**src/rtl/core/pbd_pkg.sv**
```systemverilog
// Shared types and constants for the PackBits decoder core.
// Used by the front, queue, back and top-level modules; no dependencies.
package pbd_pkg;

	localparam logic [7:0]  RUN_MARK    = 8'h80;
	localparam logic [8:0]  RUN_BASE    = 9'd257;
	localparam logic [15:0] TOTAL_RESET = 16'd1000;

	localparam logic KIND_BYTE    = 1'b0;
	localparam logic KIND_RESTART = 1'b1;

	// Decoder phase, one-hot
	typedef enum logic [3:0] {
		PH_CONTROL = 4'b0001,
		PH_LITERAL = 4'b0010,
		PH_RUN     = 4'b0100,
		PH_DONE    = 4'b1000
	} phase_t;

	// One decoded result waiting for the writer
	typedef struct packed {
		logic [7:0] value;
		logic [7:0] repeat_n;
		logic       last;
	} res_t;

	// Front-to-top handshake toward the queue
	typedef struct packed {
		logic push;
		res_t entry;
	} push_t;

endpackage

```
**src/rtl/core/pbd_front.sv**
```systemverilog
// Front end of the PackBits decoder: input transfer, stream state, run clipping.
// Depends on pbd_pkg; pushes decoded results into pbd_queue.
module pbd_front
	import pbd_pkg::*;
(
	input  logic        clk,
	input  logic        arst_n,
	input  logic        in_fire,
	input  logic        kind,
	input  logic [7:0]  byte_in,
	input  logic [15:0] total_bytes,
	output push_t       push_o
);

	phase_t      phase_q;
	logic [7:0]  run_left_q;
	logic [15:0] bytes_left_q;

	logic [7:0]  count_raw;
	logic [7:0]  count_clip;
	logic [7:0]  run_dec;
	logic        is_lit_ctl;

	always_comb begin
		is_lit_ctl = (byte_in < RUN_MARK);
		if (is_lit_ctl) begin
			count_raw = byte_in + 8'd1;
		end else begin
			count_raw = 8'(RUN_BASE - {1'b0, byte_in});
		end
		if ({8'd0, count_raw} > bytes_left_q) begin
			count_clip = bytes_left_q[7:0];
		end else begin
			count_clip = count_raw;
		end
		run_dec = (run_left_q != 8'd0) ? run_left_q - 8'd1 : 8'd0;
	end

	always_comb begin
		push_o                = '0;
		push_o.entry.value    = byte_in;
		push_o.entry.repeat_n = 8'd1;
		if (in_fire && kind == KIND_BYTE) begin
			unique case (phase_q)
				PH_LITERAL: begin
					push_o.push       = 1'b1;
					push_o.entry.last = (run_dec == 8'd0) && (bytes_left_q == 16'd0);
				end
				PH_RUN: begin
					push_o.push           = 1'b1;
					push_o.entry.repeat_n = run_left_q;
					push_o.entry.last     = (bytes_left_q == 16'd0);
				end
				default: begin
					push_o.push = 1'b0;
				end
			endcase
		end
	end

	always_ff @(posedge clk or negedge arst_n) begin
		if (!arst_n) begin
			phase_q      <= PH_CONTROL;
			run_left_q   <= 8'd0;
			bytes_left_q <= TOTAL_RESET;
		end else if (in_fire) begin
			if (kind == KIND_RESTART) begin
				bytes_left_q <= total_bytes;
				run_left_q   <= 8'd0;
				phase_q      <= (total_bytes == 16'd0) ? PH_DONE : PH_CONTROL;
			end else begin
				unique case (phase_q)
					PH_CONTROL: begin
						bytes_left_q <= bytes_left_q - {8'd0, count_clip};
						run_left_q   <= count_clip;
						if (count_clip == 8'd0) begin
							phase_q <= PH_DONE;
						end else begin
							phase_q <= is_lit_ctl ? PH_LITERAL : PH_RUN;
						end
					end
					PH_LITERAL: begin
						run_left_q <= run_dec;
						if (run_dec == 8'd0) begin
							phase_q <= (bytes_left_q == 16'd0) ? PH_DONE : PH_CONTROL;
						end
					end
					PH_RUN: begin
						run_left_q <= 8'd0;
						phase_q    <= (bytes_left_q == 16'd0) ? PH_DONE : PH_CONTROL;
					end
					default: begin
						phase_q <= PH_DONE;
					end
				endcase
			end
		end
	end

endmodule

```
**src/rtl/core/pbd_queue.sv**
```systemverilog
// Short result queue between the decoder front and the output stage.
// Depends on pbd_pkg for the result entry type.
module pbd_queue
	import pbd_pkg::*;
#(
	parameter int DEPTH = 4
) (
	input  logic clk,
	input  logic arst_n,
	input  logic push,
	input  res_t push_entry,
	input  logic pop,
	output res_t head,
	output logic empty,
	output logic full
);

	localparam int PW = (DEPTH > 1) ? $clog2(DEPTH) : 1;
	localparam int CW = $clog2(DEPTH + 1);
	localparam logic [PW-1:0] LAST_PTR = PW'(DEPTH - 1);
	localparam logic [CW-1:0] FULL_CNT = CW'(DEPTH);

	res_t          slot_q [DEPTH];
	logic [PW-1:0] wr_ptr_q;
	logic [PW-1:0] rd_ptr_q;
	logic [CW-1:0] count_q;

	assign head  = slot_q[rd_ptr_q];
	assign empty = (count_q == '0);
	assign full  = (count_q == FULL_CNT);

	always_ff @(posedge clk) begin
		if (push) begin
			slot_q[wr_ptr_q] <= push_entry;
		end
	end

	always_ff @(posedge clk or negedge arst_n) begin
		if (!arst_n) begin
			wr_ptr_q <= '0;
			rd_ptr_q <= '0;
			count_q  <= '0;
		end else begin
			if (push) begin
				wr_ptr_q <= (wr_ptr_q == LAST_PTR) ? '0 : wr_ptr_q + PW'(1);
			end
			if (pop) begin
				rd_ptr_q <= (rd_ptr_q == LAST_PTR) ? '0 : rd_ptr_q + PW'(1);
			end
			unique case ({push, pop})
				2'b10:   count_q <= count_q + CW'(1);
				2'b01:   count_q <= count_q - CW'(1);
				default: count_q <= count_q;
			endcase
		end
	end

endmodule

```
**src/rtl/core/pbd_back.sv**
```systemverilog
// Output stage of the PackBits decoder: holds one result for the writer.
// Depends on pbd_pkg; drains pbd_queue.
module pbd_back
	import pbd_pkg::*;
(
	input  logic       clk,
	input  logic       arst_n,
	input  res_t       head,
	input  logic       q_empty,
	output logic       pop,
	input  logic       out_stall,
	output logic       out_valid,
	output logic [7:0] out_value,
	output logic [7:0] repeat_res,
	output logic       last
);

	logic out_valid_q;
	res_t out_q;
	logic load;

	assign load = !out_valid_q || !out_stall;
	assign pop  = load && !q_empty;

	always_ff @(posedge clk or negedge arst_n) begin
		if (!arst_n) begin
			out_valid_q <= 1'b0;
		end else if (load) begin
			out_valid_q <= !q_empty;
		end
	end

	always_ff @(posedge clk) begin
		if (pop) begin
			out_q <= head;
		end
	end

	assign out_valid  = out_valid_q;
	assign out_value  = out_q.value;
	assign repeat_res = out_q.repeat_n;
	assign last       = out_q.last;

endmodule

```
**src/rtl/core/packbits_decoder_core.sv**
```systemverilog
// PackBits decoder core: front decoder, result queue and output register.
// A result passes through the queue and then the output register before out_valid rises.
// Throughput: one packed byte per cycle unless stalled; control and restart bytes yield none.
// in_stall rises only while the QUEUE_DEPTH-entry result queue is full.
// Reset (arst_n low, asynchronous): expect control byte, 1000 bytes left, queue empty,
// total_bytes back to 1000.
module packbits_decoder_core
	import pbd_pkg::*;
#(
	parameter int QUEUE_DEPTH = 4
) (
	input  logic        clk,
	input  logic        arst_n,
	// packed stream input
	input  logic        in_valid,
	output logic        in_stall,
	input  logic        kind,
	input  logic [7:0]  byte_in,
	// decoded result output
	output logic        out_valid,
	input  logic        out_stall,
	output logic [7:0]  out_value,
	output logic [7:0]  repeat_res,
	output logic        last,
	// total_bytes register write
	input  logic        cfg_valid,
	output logic        cfg_ready,
	input  logic [15:0] cfg_data
);

	logic [15:0] total_bytes_q;
	logic        in_fire;
	push_t       push_s;
	res_t        q_head;
	logic        q_empty;
	logic        q_full;
	logic        q_pop;

	// The size register is always writable; it takes effect at the next restart.
	assign cfg_ready = 1'b1;

	always_ff @(posedge clk or negedge arst_n) begin
		if (!arst_n) begin
			total_bytes_q <= TOTAL_RESET;
		end else if (cfg_valid && cfg_ready) begin
			total_bytes_q <= cfg_data;
		end
	end

	// Hold the input only when the queue has no room; otherwise every byte
	// transfers, whether or not it yields a result.
	assign in_stall = q_full;
	assign in_fire  = in_valid && !in_stall;

	// Front: classify control/data bytes, clip runs, track bytes left.
	pbd_front u_front (
		.clk         (clk),
		.arst_n      (arst_n),
		.in_fire     (in_fire),
		.kind        (kind),
		.byte_in     (byte_in),
		.total_bytes (total_bytes_q),
		.push_o      (push_s)
	);

	// Queue: decouples the front from writer back-pressure.
	pbd_queue #(
		.DEPTH (QUEUE_DEPTH)
	) u_queue (
		.clk        (clk),
		.arst_n     (arst_n),
		.push       (push_s.push),
		.push_entry (push_s.entry),
		.pop        (q_pop),
		.head       (q_head),
		.empty      (q_empty),
		.full       (q_full)
	);

	// Back: output register toward the writer; advance whenever it is free or taken.
	pbd_back u_back (
		.clk        (clk),
		.arst_n     (arst_n),
		.head       (q_head),
		.q_empty    (q_empty),
		.pop        (q_pop),
		.out_stall  (out_stall),
		.out_valid  (out_valid),
		.out_value  (out_value),
		.repeat_res (repeat_res),
		.last       (last)
	);

	// A push never lands in a full queue.
	a_no_overflow: assert property (@(posedge clk) disable iff (!arst_n)
		push_s.push |-> !q_full)
		else $error("result pushed into full queue");

	// A pop never drains an empty queue.
	a_no_underflow: assert property (@(posedge clk) disable iff (!arst_n)
		q_pop |-> !q_empty)
		else $error("pop from empty queue");

	// A popped entry shows up on the output in the next cycle.
	a_pop_shows: assert property (@(posedge clk) disable iff (!arst_n)
		q_pop |=> out_valid)
		else $error("popped result not presented");

	// A literal or run result always carries a nonzero repeat.
	a_repeat_nz: assert property (@(posedge clk) disable iff (!arst_n)
		push_s.push |-> (push_s.entry.repeat_n != 8'd0))
		else $error("result with zero repeat");

endmodule
```
**config.mk**
```make
export PLATFORM = sky130hd
export DESIGN_NAME = packbits_decoder_core
export DESIGN_NICKNAME = d
export VERILOG_FILES = /design/src/rtl/core/pbd_pkg.sv /design/src/rtl/core/pbd_front.sv /design/src/rtl/core/pbd_queue.sv /design/src/rtl/core/pbd_back.sv /design/src/rtl/core/packbits_decoder_core.sv
export SDC_FILE = /design/constraint.sdc
export NUM_CORES = 1
export LEC_CHECK = 0
export ABC_AREA = 1
export BUFFER_PORTS_ARGS = -buffer_cell sky130_fd_sc_hd__buf_4
export CORE_MARGIN = 4
export CORE_UTILIZATION = 39
export CTS_CLUSTER_DIAMETER = 30
export DETAILED_ROUTE_END_ITERATION = 10
export REMOVE_ABC_BUFFERS = 1
export SETUP_SLACK_MARGIN = 0.02
export SYNTH_ARGS = -nofsm -noshare
export SYNTH_HDL_FRONTEND = slang
export SYNTH_SLANG_ARGS = --single-unit
```
**constraint.sdc**
```tcl
create_clock -name clk -period 9.1 [get_ports clk]
set_input_delay 1.82 -clock clk [delete_from_list [all_inputs] [get_ports clk]]
set_output_delay 1.82 -clock clk [all_outputs]
set_load 0.01 [all_outputs]
```
# Word level (Yosys, flattened, before mapping)
# Memory sizes are Yosys's and may differ from the RTL's. A register that Yosys moved wholly into a read port is not among the register bits.
# Index checks and enable logic that the tools add are counted.
# word_totals
mem_bits_rw	68
regBits	52
inputBits	30
mem_count	1
# memory_table
memory	depth	word_bits	read_ports	rd_clocked_by_memory_dff	write_ports	line	text
u_queue.slot_q	4	17	1	1	1	pbd_queue.sv:23	res_t slot_q [DEPTH];
# op_classes
n_mux	24
bitwise_logic	1
addsub	8
n_reduce_logical	22
eq_ne	9
order_cmp	2
# op_table
op	count
8-bit 2-to-1 mux	5
16-bit zero test	2
16-bit 2-to-1 mux	2
8-bit case mux with 3 select lines	1
4-bit 2-to-1 mux	5
8-bit by 16-bit greater-than comparator with 1-bit output	1
8-bit zero test	2
16-bit by 8-bit subtractor with 16-bit output	1
4-bit case mux with 3 select lines	1
9-bit 2-to-1 mux	1
8-bit by 1-bit adder with 8-bit output, second input constant	1
8-bit less-than comparator, second input constant	1
8-bit nonzero test	1
1-bit by 8-bit subtractor with 8-bit output, first input constant	1
8-bit by 1-bit subtractor with 8-bit output, second input constant	1
2-bit == test, second input constant	3
3-bit case mux with 2 select lines	1
2-bit AND reduction	3
2-bit by 1-bit adder with 2-bit output, second input constant	2
4-bit by 1-bit == test with 1-bit output, second input constant	1
4-bit by 2-bit == test with 1-bit output, second input constant	1
4-bit by 3-bit == test with 1-bit output, second input constant	1
1-bit logical AND	4
1-bit zero test	4
other kinds (15)	20

# Longest topological paths before layout
# Gate-level depths: netlist of the first run.
# logic_depth
ltp_word	8
mapped_depth	33
mapped_depth_nobuf	31

# Hierarchy
# Synthesis of the first run repeated with hierarchy kept, for this count alone.
# hier_totals
hier_cells	860
area_unflattened_um2	7623.6
# by_module_without_submodules
module	instances	cells_per_inst	area_each_um2
pbd_front	1	516	3225.6
pbd_queue	1	251	3175.5
packbits_decoder_core	1	72	670.6
pbd_back	1	21	551.8

# Worst setup path after synthesis of the first run
# No wires, ideal clock.
# synth_timing
path_kind	input port to flip-flop
from	in byte_in[1]
to	reg u_front.bytes_left_q[10]
path_buffers	2
path_slack_ns	4.156
setup_time_ns	0.117
arrival_time_ns	4.827
path_stages	32
path_cell_list	inv_1 -> ha_1 -> inv_1 -> o21ai_2 -> xor2_2 -> inv_2 -> ha_1 -> nand2_1 -> inv_1 -> nand2_1 -> nand2_1 -> nand2_1 -> nand2_1 -> nand2_4 -> buf_6 -> buf_6 -> nand2_1 -> o21ai_1 -> inv_1 -> ha_1 -> inv_1 -> fa_1 -> nand4_1 -> nand2_1 -> nand2_1 -> nand2_2 -> nand2_2 -> nand2_1 -> nand2_1 -> nand3_1 -> nand2_1 -> nand2_1
# synth_via
elab_chain_cells	7
word_cells_on_any_way	9
cone_classes	3 x add/sub; 2 x order compare; 4 x mux
# synth_rtl
element	line	text
start: declaration	packbits_decoder_core.sv:18	input logic [7:0] byte_in,
1-bit by 8-bit subtractor with 8-bit output (tied with other cells)	pbd_front.sv:29	count_raw = 8'(RUN_BASE - {1'b0, byte_in});
8-bit 2-to-1 mux (*)	pbd_front.sv:26	if (is_lit_ctl) begin
8-bit by 16-bit greater-than comparator with 1-bit output	pbd_front.sv:31	if ({8'd0, count_raw} > bytes_left_q) begin
8-bit 2-to-1 mux (*)	pbd_front.sv:31	
16-bit by 8-bit subtractor with 16-bit output (*)	pbd_front.sv:74	bytes_left_q <= bytes_left_q - {8'd0, count_clip};
16-bit 2-to-1 mux (*)	pbd_front.sv:72	unique case (phase_q)
16-bit 2-to-1 mux (*)	pbd_front.sv:67	if (kind == KIND_RESTART) begin
end signal: assignment	pbd_front.sv:68	bytes_left_q <= total_bytes;
end signal: assignment	pbd_front.sv:74	
end: declaration	pbd_front.sv:17	logic [15:0] bytes_left_q;
# Every way passes the cells marked *; elsewhere a longest branch is shown, timed or not. The select of a mux whose other input is x is not followed.
# A chain may end at the register's enable or synchronous reset.

# Worst setup path after layout of the first run
# Ends and elaborated chain as after synthesis.

==> results.py, run 1 <==
metrics = {
    "detailed_routing": {
        "wirelength_microns": 15400,
        "route.detailed.drc": 0,
        "drt-wirelength-per-cell_microns": 14.6,
        "drtIter0Drc": 405,
        "antenna_left": 0,
        "vias": 5266,
        "first_pass_iters": 4,
        "vias_per_cell": 5.00,
    },
    "logic_synthesis": {
        "synth.distinct_cells": 45,
        "ys_seq_elements": 137,
        "yosys.area.top_type": "edfxtp_1",
        "synth-edff-count": 85,
        "netlist_area_sq_mm": 0.00704,
        "yosys-top-cells-count": "nand2_1 (131), inv_1 (97), edfxtp_1 (85)",
        "yosysWarnings": 0,
        "synthCells": 766,
        "ys_top_cells_by_area": "edfxtp_1 (36%), dfrtp_1 (14%), nand2_1 (7.0%)",
        "synth_flop_cell": "edfxtp_1",
        "yosysTopAreaCellShare": 0.363,
        "synth.avg_cell_area_sq_um": 9.19,
        "yosysMostFrequentCell": "nand2_1",
        "async_reset_ff_frac": 0.380,
        "ys_seq_area_frac": 0.550,
    },
    "final_layout": {
        "stdcell_area_sq_mm": 0.00814,
        "nNetsFinal": 868,
        "areaGrowthSynthToFinish_pct": 15.6,
        "n_antenna_cell": 0,
        "num-fill-cells": 1664,
        "drive_gt1_frac": 0.156,
    },
    "floorplanning": {
        "io_pins": 50,
        "fp.dieArea_sq_mm": 0.0203,
        "rows": 48,
        "coreArea_sq_mm": 0.0175,
        "die_w_microns": 142,
        "die_h_microns": 142,
        "start_util": 0.403,
    },
    "min_path": {
        "whs_path_depth": 1,
        "hp-class": "reg2reg",
        "holdPathEnd": "u_queue.count_q[0]",
        "hold_start": "u_queue.count_q[0]",
    },
    "placement": {
        "routabilityCongestion": 0.896,
        "hpwl_microns": 10700,
        "dpl_cell_area_sq_mm": 0.00761,
        "io_buffers": 48,
    },
    "critical_path": {
        "rr_endpoint": "u_front.bytes_left_q[10]",
        "worstSetupEndpointType": "register",
        "cp.arrival_ns": 5.25,
        "crit_fanout": 28,
        "worstSetupPathType": "in2reg",
        "r2r_start": "u_front.bytes_left_q[5]",
        "start_kind": "input pin",
        "r2r_cells": 22,
        "r2r_slack_ns": 5.81,
        "critPathMaxStageDelay_ns": 0.40,
        "cp_common_cell": "nand2_1",
        "crit_required_ns": 9.40,
        "cp_slowest_cell": "fa_1",
    },
    "timing": {
        "skew_ns": 0.0102,
        "fin_crit_sh": 0.543,
        "setup_viol": 0,
        "tightest_slew_ns": 1.11,
        "period_needed_ns": 4.94,
        "fmax_mhz": 202,
        "hold_violations": 0,
        "max_slew_margin": 0.259,
        "setup_tns_ns": 0,
        "rsz0062_at_grt": "false",
        "drv_slew": 0,
    },
    "power": {
        "p_leak_nw": 3.54,
        "total_power_mw": 2.52,
        "ir_drop_v": 0.000160,
        "p_per_area_mw_per_mm2": 310,
    },
    "grt": {
        "grt_first_pass_wirelength_microns": 25700,
        "grt_max_degree": 53,
        "grt_usage": 0.159,
        "grt-ovfl-total": 0,
        "grt_pass1_vias": 5050,
        "grt_antenna_before_repair": 0,
    },
    "clock_tree": {
        "cts-hold-fix-buffers": 0,
        "post_cts_buffers": 0,
        "htreeDepth": 4,
        "cts_resized": 0,
        "ctsRootBufferMaster": "clkbuf_16",
        "cts_tree": "built",
        "cts_num_sinks": 137,
        "clk_pin_slew_worst_paths_ns": 0.06,
        "worstSkewPairLatency_ns": 0.42,
        "numCtsBuffers": 17,
        "cts_max_path_buffers": 2,
    },
    "outcome": {
        "status": "complete, no violations",
    },
    "flow_run": {
        "maxCapViolCount": 0,
    },
}
-- through the flow --
stage / utilization / hold slack [ns] / instances / worst slack, ns
finish: 0.466 / 0.476 / 1053 / 4.16
global placement: 0.435 / 0.464 / 1021 / 3.76
floorplan: - / 0.446 / 744 / 4.30
CTS: 0.466 / 0.479 / 1053 / 4.17
detailed placement: 0.435 / 0.467 / 1021 / 3.74
global route: 0.466 / 0.503 / 1053 / 3.68
-- routing by layer --
metal  track usage  up-vias  share of wire
li1              -     2706              -
met1         0.224     2448           0.49
met2         0.249      100           0.46
met3        0.0329       12          0.036
met4        0.0505        0          0.011
met5             0        -              0
-- where the power goes --
| group | switching, mW | internal, mW |
|---|---|---|
| Sequential | 0.114 | 0.821 |
| Clock | 0.269 | 0.350 |
| Combinational | 0.610 | 0.358 |
| Total | 0.993 | 1.53 |
-- sequential cells by signal (all words and copies together), names as in the netlist --
| name | cells |
|---|---|
| u_back.last | 1 |
| u_back.repeat_res | 8 |
| u_queue.count_q | 3 |
| u_front.bytes_left_q | 16 |
| u_queue.slot_q | 68 |
| u_back.out_value | 8 |
| total_bytes_q | 16 |
| u_queue.rd_ptr_q | 2 |
| u_back.out_valid | 1 |
| u_front.run_left_q | 8 |
| u_queue.wr_ptr_q | 2 |
| u_front.phase_q | 4 |
-- logic make-up after synthesis --
family / synth area share
and+or+nand+nor: 0.194
other: 0.000533
muxes: 0.00320
buffers and inverters: 0.0699
AOI/OAI and AO/OA: 0.129
adders and majority gates: 0.0430
DFF: 0.550
xor gates and xnor gates: 0.0110
-- cell usage in the layout, fill, tap and decap left out, types with 11 or more instances in the layout --
| cell | count |
|---|---|
| a21oi_1 | 25 |
| buf_4 | 52 |
| clkbuf_16 | 17 |
| dfrtp_1 | 39 |
| dfstp_2 | 13 |
| edfxtp_1 | 85 |
| ha_1 | 21 |
| inv_1 | 97 |
| nand2_1 | 131 |
| nand3_1 | 45 |
| nand4_1 | 11 |
| nor2_1 | 81 |
| o21ai_0 | 77 |
| o21ai_1 | 11 |
| o22ai_1 | 27 |
-- critical path, delay by kind of cell --
family | cells | cell delay (ns)
compound gates | 2 | 0.27
fa+ha+maj | 4 | 1.03
simple gates | 19 | 1.74
buf+inv | 4 | 0.39
-- final cells by class --
class | count | area [sq um] | area share
sequential | 137 | 3870 | 0.475
multi-input combinational | 503 | 2680 | 0.329
clock buffer | 19 | 433 | 0.0532
timing repair buffer | 52 | 390 | 0.0480
inverter | 104 | 390 | 0.0480
tap | 225 | 282 | 0.0346
clock inverter | 13 | 97.6 | 0.0120
-- how the worst max path moves through the flow --
stage,startpoint,depth (start not counted),to,slack [ns]
3_5_place_dp,byte_in[2],30,u_front.bytes_left_q[10],3.74
2_1_floorplan,byte_in[1],30,u_front.bytes_left_q[10],4.30
6_report,byte_in[1],29,u_front.bytes_left_q[10],4.16
5_1_grt,byte_in[2],30,u_front.bytes_left_q[14],3.68
4_1_cts,byte_in[1],31,u_front.bytes_left_q[10],4.17
3_3_place_gp,byte_in[2],30,u_front.bytes_left_q[10],3.76
No activity file was read; power rests on OpenSTA's default activity.
==> run 2, diff against run 1 <==
Settings changed: ABC_AREA 1 to 0.
Clock period 9.1 ns to 4 ns, I/O delays scaled along.
==> run 2 against run 1 <==
Against the previous run:
- synthesized cell count shrank 24%
- the flow now finishes with violations (setup timing)
- first-iteration DRC count shrank 7.7%
- largest cell class unchanged
- sequential power grew 130%
- largest power group unchanged
- clock skew grew 0.00096 ns
- synthesized area grew 1.7%
- non-clock buffer count grew 86
- critical path type unchanged
- highest routed layer unchanged
==> results.py, run 2 <==
metrics = {
    "final_layout": {
        "final_util": 0.513,
        "stdcell_area_sq_mm": 0.00924,
        "multiInputGateArea_sq_mm": 0.00328,
        "layout_commonest_cell": "buf_4",
        "reg_top3": "u_queue.slot_q (68), total_bytes_q (16), u_front.bytes_left_q (16)",
        "top_register": "u_queue.slot_q",
        "areaGrowthSynthToFinish_pct": 29.1,
        "drive_gt1_frac": 0.396,
        "largest_reg_flops": 68,
        "nNetsFinal": 764,
        "num-fill-cells": 1575,
        "n_antenna_cell": 0,
        "fin_cells": 953,
        "final_cell_mix": "buf_4 (127), edfxtp_1 (85), nand2_1 (40), dfrtp_1 (39), nor2_1 (31)",
        "register_area_sq_mm": 0.00387,
    },
    "power": {
        "internal-power_mw": 3.89,
        "ir_drop_v": 0.000414,
        "p_leak_nw": 3.60,
        "clkPwrFrac": 0.256,
        "p_sw_frac": 0.354,
        "seqPwrFrac": 0.350,
        "switching_power_mw": 2.13,
        "pwr-share-comb": 0.394,
        "p_per_area_mw_per_mm2": 652,
    },
    "detailed_routing": {
        "antenna_left": 0,
        "vias": 5273,
        "drtIter0Drc": 374,
        "vias_per_cell": 5.53,
        "wirelength_microns": 17100,
        "first_pass_iters": 5,
        "drt-wirelength-per-cell_microns": 18.0,
        "route.detailed.drc": 0,
    },
    "logic_synthesis": {
        "synth.avg_cell_area_sq_um": 12.2,
        "ys_top_cells_by_area": "edfxtp_1 (36%), dfrtp_1 (14%), mux4_2 (5.4%)",
        "synthCells": 585,
        "yosys-top-cells-count": "edfxtp_1 (85), nand2_1 (41), dfrtp_1 (39)",
        "yosysMostFrequentCell": "edfxtp_1",
        "netlist_area_sq_mm": 0.00715,
        "yosysWarnings": 0,
        "ys_seq_area_frac": 0.541,
        "synth.distinct_cells": 86,
        "synth_flop_cell": "edfxtp_1",
        "yosysTopAreaCellShare": 0.357,
        "ys_seq_elements": 137,
        "synth-edff-count": 85,
        "async_reset_ff_frac": 0.380,
        "yosys.area.top_type": "edfxtp_1",
    },
    "timing": {
        "setup_viol": 12,
        "fmax_mhz": 223,
        "max_slew_margin": 0.442,
        "skew_ns": 0.0111,
        "fin_crit_sh": 1.12,
        "period_needed_ns": 4.48,
        "hold_violations": 0,
        "holdWs_ns": 0.410,
        "rsz0062_at_grt": "true",
        "drv_slew": 0,
        "worst_slack_ns": -0.478,
        "tightest_slew_ns": 0.837,
    },
    "placement": {
        "dp.cells": 902,
        "hpwl_microns": 11700,
        "io_buffers": 48,
        "dpl_cell_area_sq_mm": 0.00814,
        "routabilityCongestion": 0.911,
        "place_ws_ns": -1.27,
    },
    "floorplanning": {
        "die_h_microns": 143,
        "die_w_microns": 143,
        "coreArea_sq_mm": 0.0180,
        "start_util": 0.397,
        "io_pins": 50,
        "rows": 49,
        "fp.dieArea_sq_mm": 0.0206,
    },
    "grt": {
        "grt-ovfl-total": 0,
        "grt_max_degree": 53,
        "grt_usage": 0.172,
        "grt_pass1_vias": 5347,
        "grt_first_pass_wirelength_microns": 27600,
        "grt_antenna_before_repair": 0,
    },
    "clock_tree": {
        "cts_tree": "built",
        "worstSkewPairLatency_ns": 0.43,
        "numCtsBuffers": 17,
        "htreeDepth": 4,
        "ctsRootBufferMaster": "clkbuf_16",
        "cts_max_path_buffers": 2,
        "cts_num_sinks": 137,
        "clk_pin_slew_worst_paths_ns": 0.07,
    },
    "critical_path": {
        "r2r_start": "u_front.bytes_left_q[7]",
        "cp_slowest_cell": "or3_4",
        "worstSetupPathType": "in2reg",
        "r2r_slack_ns": 0.17,
        "crit_fanout": 6,
        "r2r_cells": 21,
        "crit_required_ns": 4.31,
        "cp.arrival_ns": 4.79,
        "start_kind": "input pin",
        "crit_start": "byte_in[4]",
        "critPathMaxStageDelay_ns": 0.38,
        "worstSetupEndpointType": "register",
        "rr_endpoint": "u_front.bytes_left_q[10]",
    },
    "min_path": {
        "hp-class": "in2async",
    },
    "outcome": {
        "violations": "setup timing",
        "status": "finished with violations",
    },
    "flow_run": {
        "maxCapViolCount": 0,
    },
}
## run 2: cell count changes after synthesis, moves of 11 or more
cell	delta
and2_1	+11
inv_1	-64
mux2_2	+16
mux4_2	+17
nand2_1	-90
nand3_1	-36
nor2_1	-49
o21ai_0	-42
o22ai_1	-24
## run 2: worst max path at each step
| stage | slack [ns] | cells after the start | endpoint |
|---|---|---|---|
| 2_1_floorplan | -1.24 | 20 | u_front.bytes_left_q[15] |
| 3_3_place_gp | -1.16 | 22 | u_front.bytes_left_q[15] |
| 3_5_place_dp | -1.27 | 22 | u_front.bytes_left_q[15] |
| 4_1_cts | -0.39 | 23 | u_front.bytes_left_q[14] |
| 5_1_grt | -0.63 | 24 | u_front.bytes_left_q[8] |
| 6_report | -0.48 | 25 | u_front.bytes_left_q[10] |
## run 2: layout make-up
class | instances | share of cell area
sequential | 137 | 0.419
clock inverter | 15 | 0.0169
multi-input combinational | 384 | 0.355
tap | 229 | 0.0310
inverter | 33 | 0.0137
timing repair buffer | 138 | 0.119
clock buffer | 17 | 0.0460
## run 2: routing by layer
metal,GRT usage,vias to the layer above,wire [microns]
met5,0,-,0
met1,0.227,2590,7690
li1,-,2491,-
met3,0.0446,28,904
met4,0.0520,0,234
met2,0.281,164,8280
## run 2: per-stage QoR
step                setup TNS (ns)  power (mW)
floorplan                   -12.57        3.39
global placement            -13.53        4.14
detailed placement          -15.14        4.20
CTS                          -3.85        5.98
global route                 -6.11        6.39
finish                       -4.31        6.02
## run 2: worst max-delay path: cells and delay by family
family	cells	cell delay [ns]
AOI/OAI and AO/OA	11	1.78
buffers and inverters	7	0.79
and+or+nand+nor	4	0.74
adders and majority gates	3	0.68
## run 2: kinds of logic after synthesis
family          after synthesis  synth area share
compound gates              140             0.142
xor+xnor                     12            0.0147
fa+ha+maj                    27            0.0479
buf+inv                      64            0.0444
flops                       137             0.541
mux                          37            0.0846
other cells                   1          0.000524
simple gates                167             0.125
## run 2: timing repair
item                       CTS  global route
pin swaps                   45            36
setup buffers               16             6
resized for setup           62            21
hold buffers                 0             0
setup endpoints to repair   14            14
## run 2: power groups by stage
stage	clock (mW)	sequential, mW	combinational [mW]
floorplan	0	2.16	1.23
global route	1.64	2.15	2.59
CTS	1.57	2.11	2.30
detailed placement	0	2.13	2.07
global placement	0	2.12	2.03
finish	1.54	2.11	2.37
